**config.mk**
```make
export PLATFORM = sky130hd
export DESIGN_NAME = tcvn_front
export DESIGN_NICKNAME = d
export VERILOG_FILES = /design/src/rtl/tcvn_pkg.sv /design/src/rtl/tcvn_front.sv
export SDC_FILE = /design/constraint.sdc
export NUM_CORES = 1
export LEC_CHECK = 0
export BUFFER_PORTS_ARGS = -buffer_cell sky130_fd_sc_hd__buf_2
export CORE_ASPECT_RATIO = 0.75
export CORE_UTILIZATION = 43
export CTS_BUF_LIST = sky130_fd_sc_hd__clkbuf_16
export CTS_CLUSTER_DIAMETER = 80
export DETAILED_ROUTE_END_ITERATION = 6
export PLACE_DENSITY = 0.73
export SYNTH_ARGS = -nofsm -noshare
export SYNTH_HDL_FRONTEND = slang
export SYNTH_SLANG_ARGS = --single-unit
```
**constraint.sdc**
```tcl
create_clock -name clk -period 9.5 [get_ports clk]
set_input_delay 0 -clock clk [delete_from_list [all_inputs] [get_ports clk]]
set_output_delay 0 -clock clk [all_outputs]
set_load 0.03 [all_outputs]
```
**src/rtl/tcvn_pkg.sv**
```systemverilog
`default_nettype none
package tcvn_pkg;
  localparam int COORD_W   = 14;
  localparam int COEFF_W   = 6;
  localparam int IDX_W     = 6;
  localparam int VAL_W     = 8;
  localparam int OUT_W     = 19;
  localparam int REG_COUNT = 6;
  localparam int CFG_IDX_W = 3;
  localparam int OCT_W     = 3;
  localparam int ACC_W     = 21;
  localparam int FRAC_W    = 8;

  localparam logic [1:0] KIND_WRITE  = 2'd0;
  localparam logic [1:0] KIND_SAMPLE = 2'd1;
  localparam logic [1:0] KIND_OCTAVE = 2'd2;

  typedef enum logic [1:0] {
    OP_WRITE,
    OP_SAMPLE,
    OP_OCTAVE
  } op_t;

  typedef struct packed {
    op_t                       op;
    logic [COORD_W-1:0]        x;
    logic [COORD_W-1:0]        y;
    logic [COEFF_W-1:0]        coeff;
    logic [IDX_W-1:0]          row;
    logic [IDX_W-1:0]          col;
    logic [VAL_W-1:0]          value;
  } entry_t;

  typedef logic [COEFF_W-1:0] coeff_arr_t [REG_COUNT];

  localparam logic [COEFF_W-1:0] COEFF_RESET [REG_COUNT] = '{
    6'd10, 6'd15, 6'd15, 6'd17, 6'd18, 6'd15
  };
endpackage
`default_nettype wire

```
**src/rtl/tcvn_front.sv**
```systemverilog
`default_nettype none
module tcvn_front (
  input  logic                          clk,
  input  logic                          rst_n,
  input  logic                          start,
  output logic                          busy,
  input  logic [1:0]                    in_kind,
  input  logic [tcvn_pkg::COORD_W-1:0]  in_x_coord,
  input  logic [tcvn_pkg::COORD_W-1:0]  in_y_coord,
  input  logic [tcvn_pkg::COEFF_W-1:0]  in_coefficient,
  input  logic [tcvn_pkg::IDX_W-1:0]    in_entry_row,
  input  logic [tcvn_pkg::IDX_W-1:0]    in_entry_col,
  input  logic signed [tcvn_pkg::VAL_W-1:0] in_entry_value,
  input  logic                          pop,
  output logic                          head_valid,
  output tcvn_pkg::entry_t              head
);
  import tcvn_pkg::*;

  entry_t     q_r [2];
  logic       wptr_r, rptr_r;
  logic [1:0] count_r;
  logic       known;
  logic       push;
  entry_t     incoming;

  always_comb begin
    incoming.x     = in_x_coord;
    incoming.y     = in_y_coord;
    incoming.coeff = in_coefficient;
    incoming.row   = in_entry_row;
    incoming.col   = in_entry_col;
    incoming.value = in_entry_value;
    known          = 1'b1;
    unique case (in_kind)
      KIND_WRITE:  incoming.op = OP_WRITE;
      KIND_SAMPLE: incoming.op = OP_SAMPLE;
      KIND_OCTAVE: incoming.op = OP_OCTAVE;
      default: begin
        // unused kind is taken and dropped
        incoming.op = OP_WRITE;
        known       = 1'b0;
      end
    endcase
  end

  assign busy       = (count_r == 2'd2);
  assign push       = start && !busy && known;
  assign head_valid = (count_r != 2'd0);
  assign head       = q_r[rptr_r];

  always_ff @(posedge clk) begin
    if (push) begin
      q_r[wptr_r] <= incoming;
    end
    if (!rst_n) begin
      wptr_r  <= 1'b0;
      rptr_r  <= 1'b0;
      count_r <= 2'd0;
    end else begin
      if (push) begin
        wptr_r <= ~wptr_r;
      end
      if (pop) begin
        rptr_r <= ~rptr_r;
      end
      count_r <= count_r + {1'b0, push} - {1'b0, pop};
    end
  end
endmodule
`default_nettype wire

```
**Word level (Yosys, flattened, before mapping)**

Memory sizes are Yosys's and may differ from the RTL's. A register that Yosys moved wholly into a read port is not among the register bits.
Index checks and enable logic that the tools add are counted.

- Output and inout port bits: 58
- Bits in read-only memories: 0
- Bits of input ports: 60
- Memory bits (writable): 112
- Memories kept: 1
- Word-level logic and storage cells: 23
- Bits in latches: 0
- Bits in registers: 4

- Order comparisons: 0
- Reduce and logical (&&, ||, !) cells: 6
- Add/subtract/negate cells: 2
- Divide/modulo/power cells: 0
- Muxes and demuxes: 6
- Bitwise logic cells: 2
- Shift operators: 0
- $mul: 0
- Equal/unequal tests: 3

Memory list:

| name | words | width | read ports | clocked after memory_dff | wr ports | line | RTL |
|---|---|---|---|---|---|---|---|
| q_r | 2 | 56 | 1 | 1 | 1 | tcvn_front.sv:20 | `entry_t q_r [2];` |

Operator list:

| cell | count |
|---|---|
| 1-bit 2-to-1 mux | 5 |
| 2-bit equality test (second input constant) | 2 |
| 2-bit one-hot mux with 2 select lines | 1 |
| 3-bit OR reduction | 1 |
| 2-bit by 1-bit adder with 2-bit output | 1 |
| 2-bit by 1-bit equality test with 1-bit output (second input constant) | 1 |
| 1-bit logical AND | 2 |
| 2-bit logical NOT | 1 |
| 1-bit NOT | 2 |
| 2-bit nonzero test | 1 |
| 2-bit by 1-bit subtractor with 2-bit output | 1 |
| 1-bit logical NOT | 1 |

**Longest topological paths before layout**

Gate-level depths: netlist (run 1).

- Depth after elaboration: 6
- Gate-level depth with buffers: 8
- Depth with buffers taken out: 8

**Worst setup path before layout (run 1)**

Ideal clock, no wire load.

- Path type: register -> register
- Start point: reg count_r[0]
- End point: mem q_r[0][0] (netlist name) (enable)
- Cell stages (with the launch flop): 4
- Period minus slack after synthesis: 3.651 ns
- Path buffers: 0
- Arrival: 3.182 ns
- Library setup time: 0.470 ns
- Setup slack: 5.849 ns
- Required time: 9.030 ns
- Cell sequence: dfxtp_1 and2b_1 nand3b_4 nor2_1

- Longest elaborated chain between the ends: 6

RTL lines:

| what | line | RTL |
|---|---|---|
| start, declared | tcvn_front.sv:22 | `logic [1:0] count_r;` |
| start signal, assigned | tcvn_front.sv:67 | `count_r <= count_r + {1'b0, push} - {1'b0, pop};` |
| 2-bit equality test | tcvn_front.sv:47 | `assign busy = (count_r == 2'd2);` |
| named net busy | tcvn_front.sv:6 | `output logic busy,` |
| 1-bit logical NOT | tcvn_front.sv:48 | `assign push = start && !busy && known;` |
| 1-bit logical AND (2 in series) | tcvn_front.sv:48 |  |
| 1-bit 2-to-1 mux | tcvn_front.sv:53 | `if (push) begin` |
| 1-bit 2-to-1 mux (implied by the code) | tcvn_front.sv:54 | `q_r[wptr_r] <= incoming;` |
| end, declared | tcvn_front.sv:20 |  |

The timed path passes the listed nets, and every way through them passes these cells.

**Final worst setup path (run 1)**

- Start point: reg count_r[0]
- End point: mem q_r[1][18] (netlist name) (enable)

- Longest elaborated chain between the ends: 6

RTL lines:

| what | line |
|---|---|
| 2-bit equality test | tcvn_front.sv:47 |
| 1-bit logical NOT | tcvn_front.sv:48 |
| 1-bit logical AND (2 in series) | tcvn_front.sv:48 |
| 1-bit 2-to-1 mux | tcvn_front.sv:53 |
| 1-bit 2-to-1 mux (implied by the code) | tcvn_front.sv:54 |

No other way between the ends.

==> results.tsv, run 1 <==
metric	value	unit
Worst Hold Depth	2	
post-synth top area cell	edfxtp_1	
FFs w/ async S/R, synth	0	%
RSZ-0062 raised after global routing	false	
CP max FO	29	
aggregate global-route resource usage	16.51	%
Finished Core Util	65.01	%
most common cell after layout, fill and taps aside	buf_2	
Mapped Cells	201	
crit path kind	flip-flop to flip-flop	
CTS max path bufs	2	
total CTS buffers	17	
Seq/Total Area, Yosys	77.58	%
Initial DRT Pass Iterations	4	
power density cells	245.4	nW/um^2
htree depth	4	
worst-path cell chain	and2b_1, nand3b_4, nor2_4, buf_4	
Pleak	2.548	nW
total number of vias	2463	
I/O pin count	118	
row cnt	31	
mean post-synth cell area	22.21	um^2
crit start category	flip-flop	
Setup crit end kind	flip-flop	
max cap viols	0	
die height	90.24	um
Remaining Overflow, GRT	0	
fin area	6405	um^2
Net Count, Synth	263	
Fin Clk Skew	8.778	ps
final setup fails	0	
dpl hpwl	4941	um
Register-to-Register Path Depth	4	
hold endpoint	q_r[0][17]	
Initial Util	45.31	%
Worst EP arrival	2290	ps
slowest stage cell on the critical path	nor2_4	
RR Startpoint	count_r[0]	
Final Hold Viols	0	
Post-synth top flop	edfxtp_1	
commonest non-fill, non-tap cells in the layout	buf_2 (117), edfxtp_1 (112), dlygate4sd3_1 (60), mux2_4 (40), clkbuf_16 (17)	
CTS tree	done	
root buffer cell	clkbuf_16	
Iter 0 DRT Violations	80	
Synth Register Bits	117	
post-CTS resize count	0	
register-to-register setup slack	7260	ps
Die X	119.7	um
Slew Limit Headroom	34.16	%
vias in the first global route	2588	
# port buffers	117	
drt drc	0	
dpl ws	7245	ps
Reg-to-Reg End	q_r[1][18]	
largest cells by area after synthesis	edfxtp_1 (75%), mux2_4 (13%), mux2_2 (4.0%)	
ANT nets after route	0	
CORE AREA	9852	um^2
unique cell type count in the Yosys netlist	18	
drt total wl	8374	um
Post-synth EDFFs	112	
min Tclk post-route	2240	ps
hold wc startpoint	in_entry_row[3]	
drt wl/cell	15.57	um
Post-Syn Area	4464	um^2
total negative slack	0	ps
first-pass GRT wire length	12940	um
GPL Wtd Cong	0.6934	
Placed Area	5187	um^2
Worst Max-Slew Pin Slew	987.6	ps
Required @ worst endpoint	9550	ps
worst setup margin	7260	ps
number of diodes	0	
die area	10800	um^2
synth-to-layout area growth	43.47	%
initial antenna violation count	0	
via/cell ratio	4.578	
outcome	finished, final reports clean	
Total Nets Final	455	
clock-pin slew on the worst setup and hold paths	60	ps
layout cell share with drive strength beyond 1	51.97	%
largest net degree at the start of global routing	57	
worst-skew pair later-pin latency	400	ps
top-area cell type share of the netlist area	75.34	%
CP max stage delay	630	ps
Warnings, synthesis	0	
part of the cycle the worst path needs	23.57	%
Hold Path Class	input port to flip-flop	
Pins Over Slew Limit	0	
Max Fclk	0.4465	GHz
Sinks on Clock Net	117	
IR Drop Worst-Case VDD	0.0001342	V
-- worst max-delay path: cells and delay by family, from the launching register on --
family	cells	cell delay, ps
buffers and inverters	1	500
flip-flops	1	330
AND/OR/NAND/NOR	3	1020
-- worst max-delay path by stage --
stage / from / to / slack [ps] / cells past startpoint
after floorplan: count_r[0] / q_r[0][0] / 5850 / 3
after global placement: count_r[0] / q_r[1][13] / 7280 / 4
after detailed placement: count_r[0] / q_r[1][5] / 7250 / 4
after CTS: count_r[0] / q_r[1][18] / 7230 / 4
after global routing: count_r[0] / q_r[0][54] / 7120 / 4
final: count_r[0] / q_r[1][18] / 7260 / 4
-- area by class of cell --
cell class | count | area [um^2]
fillers | 710 | 3447
inverters | 2 | 7.507
repair buffers | 179 | 1201
multi-input cells | 76 | 947.2
clock buffers | 17 | 425.4
flip-flops and latches | 117 | 3467
clock inverters | 15 | 191.4
well taps | 132 | 165.2
-- power by group --
part	internal (mW)	leakage, nW	switching, mW
logic	0.112	1.17	0.151
registers	0.627	1.08	0.0257
clock network	0.419	0.299	0.236
-- state kept, by name, summed over array words and instances, names as in the netlist, named ones only --
register  count
count_r       2
q_r         112
rptr_r        1
wptr_r        1
-- cell usage after synthesis (2+ instances only) --
| master | number |
|---|---|
| edfxtp_1 | 112 |
| mux2_4 | 40 |
| mux2_2 | 16 |
| buf_6 | 5 |
| dfxtp_1 | 5 |
| and2_1 | 4 |
| nand2_1 | 3 |
| ha_1 | 2 |
| inv_1 | 2 |
| nor2_1 | 2 |
| nor2b_1 | 2 |
| xnor2_1 | 2 |
-- logic make-up (layout without fill, tap and decap cells) --
| group | count (synthesis) | after routing | synth area share (%) |
|---|---|---|---|
| adder cells (fa/ha/maj) | 2 | 2 | 0.5604 |
| AND/OR/NAND/NOR | 14 | 14 | 2.018 |
| buffers and inverters | 8 | 213 | 1.541 |
| flip-flops | 117 | 117 | 77.58 |
| XOR/XNOR | 3 | 3 | 0.5887 |
| multiplexers | 57 | 57 | 17.71 |
-- what timing repair did --
action | in CTS | in global routing
hold endpoints to repair | 117 | 0
setup endpoints to repair | 0 | 0
buffers inserted | 0 | 0
hold buffers | 60 | 0
-- metal layers --
layer  GRT usage (%)  part of all wire (%)
met1           19.16                    43
met2           28.03                    51
met3           5.393                   5.9
met5               0                     0
met4           6.979                  0.94
-- stage by stage --
| step | std cells | hold WS [ps] | power [mW] |
|---|---|---|---|
| 5_1_grt | 538 | 314.0 | 1.627 |
| 6_report | 538 | 314.5 | 1.571 |
| 3_5_place_dp | 446 | 193.8 | 0.9095 |
| 3_3_place_gp | 446 | 187.9 | 0.9026 |
| 4_1_cts | 538 | 300.0 | 1.586 |
| 2_1_floorplan | 201 | 98.87 | 0.8401 |
Note: power is estimated with default switching activity, not from simulation.
==> inputs of run 2 (changes only) <==
--- a/config.mk
+++ b/config.mk
@@ -5,6 +5,7 @@
 export SDC_FILE = /design/constraint.sdc
 export NUM_CORES = 1
 export LEC_CHECK = 0
+export ABC_AREA = 1
 export BUFFER_PORTS_ARGS = -buffer_cell sky130_fd_sc_hd__buf_2
 export CORE_ASPECT_RATIO = 0.75
 export CORE_UTILIZATION = 43
==> constraint.sdc (replaced) <==
create_clock -name clk -period 2.27 [get_ports clk]
set_input_delay 0 -clock clk [delete_from_list [all_inputs] [get_ports clk]]
set_output_delay 0 -clock clk [all_outputs]
set_load 0.03 [all_outputs]
==> run 2 against run 1 <==
Setup slack got worse by 6800 ps. Final cell count up 3.2%. Flip-flop and latch count unchanged. Critical endpoint is now count_r[1]. Largest power group is now sequential cells. Fmax grew 23%.
==> results.tsv, run 2 <==
metric	value	unit
Seq/Total Area, Yosys	77.62	%
Multi-input gate area	914.6	um^2
total negative slack	0	ps
post-synth top area cell	edfxtp_1	
FF/Latch Area	3467	um^2
Worst EP arrival	2110	ps
Bufs and invs on worst path	3	
IR Drop Worst-Case VDD	0.0006593	V
CORE AREA	9852	um^2
first-pass GRT wire length	13190	um
Post-synth top flop	edfxtp_1	
Clock Power Share	41.5	%
die height	90.22	um
FFs w/ async S/R, synth	0	%
Initial Util	45.29	%
die area	10790	um^2
clock-pin slew on the worst setup and hold paths	50	ps
top flop regs	q_r (112), count_r (2)	
most common cell in the netlist	edfxtp_1	
Fill cells	706	
Top delay family on crit path	simple AND/OR/NAND/NOR gates	
commonest non-fill, non-tap cells in the layout	buf_2 (117), edfxtp_1 (112), dlygate4sd3_1 (60), mux2_4 (40), clkbuf_16 (17)	
Post-synth EDFFs	112	
aggregate global-route resource usage	16.62	%
CP max stage delay	320	ps
worst-skew pair later-pin latency	400	ps
Pleak	2.577	nW
layout cell share with drive strength beyond 1	49.41	%
most common library cells after synthesis	edfxtp_1 (112), mux2_4 (40), mux2_2 (16), nor2_1 (11), nand2_1 (10)	
Net Count, Synth	276	
htree depth	4	
Warnings, synthesis	0	
unique cell type count in the Yosys netlist	14	
total number of vias	2549	
I/O pin count	118	
CTS max path bufs	2	
switching share of total power	23.76	%
Pins Over Slew Limit	0	
largest cells by area after synthesis	edfxtp_1 (75%), mux2_4 (13%), mux2_2 (4.0%)	
Sinks on Clock Net	117	
most common cell after layout, fill and taps aside	buf_2	
Gate power share	14.2	%
Synth Register Bits	117	
GPL Wtd Cong	0.7676	
Mapped Cells	214	
# Post-CTS Setup Buffers	0	
largest net degree at the start of global routing	36	
initial antenna violation count	0	
ANT nets after route	0	
Slew Limit Headroom	66.58	%
part of the power in registers	44.2	%
Final Hold Viols	0	
part of the cycle the worst path needs	80.03	%
Finished Core Util	64.64	%
outcome	finished, final reports clean	
CP max FO	4	
post-CTS resize count	0	
Max Fclk	0.5504	GHz
crit start category	flip-flop	
fin area	6369	um^2
dpl hpwl	4992	um
Iter 0 DRT Violations	100	
number of diodes	0	
hold_buf cts	60	
slowest stage cell on the critical path	dfxtp_1	
P_int	4.468	mW
drt total wl	8389	um
top-area cell type share of the netlist area	75.38	%
Die X	119.6	um
mean post-synth cell area	20.85	um^2
Hold Path Class	input port to flip-flop	
row cnt	31	
NetSw	1.392	mW
crit path kind	flip-flop to flip-flop	
final setup fails	0	
Remaining Overflow, GRT	0	
Fin Clk Skew	4.718	ps
# port buffers	117	
Post-Syn Area	4462	um^2
Initial DRT Pass Iterations	5	
max reg flops	112	
CTS tree	done	
max cap viols	0	
drt drc	0	
Total Nets Final	472	
total CTS buffers	17	
power density cells	920.2	nW/um^2
Required @ worst endpoint	2560	ps
Worst Max-Slew Pin Slew	501.3	ps
Setup crit end kind	flip-flop	
Biggest register	q_r	
worst-path cell chain	inv_1, nor2_1, nor2_1, inv_1, ha_1, inv_1, ha_1, or2_2, a21oi_1, nor2_1	
drt wl/cell	15.12	um
synth-to-layout area growth	42.74	%
via/cell ratio	4.593	
dpl ws	498.8	ps
min Tclk post-route	1817	ps
vias in the first global route	2778	
Placed Area	5220	um^2
root buffer cell	clkbuf_16	
RSZ-0062 raised after global routing	false	
worst setup margin	453.3	ps
[run 2: worst paths after layout]
| path | startpoint | endpoint | slack (ps) | depth (start not counted) |
|---|---|---|---|---|
| worst min register to register | rptr_r | rptr_r | 490 | 2 |
| worst max register to register | count_r[1] | count_r[1] | 450 | 10 |
| worst min-delay path | in_entry_col[4] | q_r[1][12] | 320 | 2 |
| worst max-delay path | count_r[1] | count_r[1] | 450 | 10 |
[run 2: cell families after synthesis]
logic type                 after synthesis  share of synthesized area (%)
AOI/OAI and AO/OA                        1                         0.1121
adders and majority gates                2                         0.5608
buffers and inverters                   14                          2.047
DFF                                    117                          77.62
muxes                                   56                          17.50
and+or+nand+nor                         24                          2.159
[run 2: area by class of cell]
type,count,share of cell area [%]
Tap cell,132,2.593
Clock inverter,15,1.925
Clock buffer,17,6.680
Inverter,8,0.4715
Timing Repair Buffer,183,19.53
Sequential cell,117,54.44
Multi-Input combinational cell,83,14.36
[run 2: power groups by stage]
stage / logic [mW] / clock network [mW] / registers, mW
after floorplan: 0.546 / 0 / 2.61
after global placement: 0.748 / 0 / 2.62
after detailed placement: 0.756 / 0 / 2.63
after CTS: 0.839 / 2.48 / 2.59
after global routing: 0.890 / 2.59 / 2.60
final: 0.834 / 2.43 / 2.59
[run 2: through the flow]
stage / power (mW) / hold WS (ps) / instances
after floorplan: 3.159 / 93.45 / 214
after global placement: 3.372 / 187.1 / 463
after detailed placement: 3.390 / 192.0 / 463
after CTS: 5.912 / 301.1 / 555
after global routing: 6.086 / 300.9 / 555
final: 5.861 / 322.0 / 555
[run 2: per-layer routing]
| layer | part of all wire [%] | wire length (um) | vias up | GRT usage, % |
|---|---|---|---|---|
| met1 | 42 | 3521 | 1226 | 18.77 |
| met5 | 0 | 0 | - | 0 |
| met4 | 1.2 | 104 | 0 | 8.125 |
| met2 | 51 | 4274 | 91 | 27.65 |
| li1 | - | - | 1219 | - |
| met3 | 5.8 | 487 | 13 | 6.282 |
[run 2: worst register-to-register path, stage by stage, from the launching register on]
cell and delay, ps:
dfxtp_1 320, inv_1 90, nor2_1 60, nor2_1 170, inv_1 110, ha_1 290, inv_1 40, ha_1 180
or2_2 280, a21oi_1 120, nor2_1 60
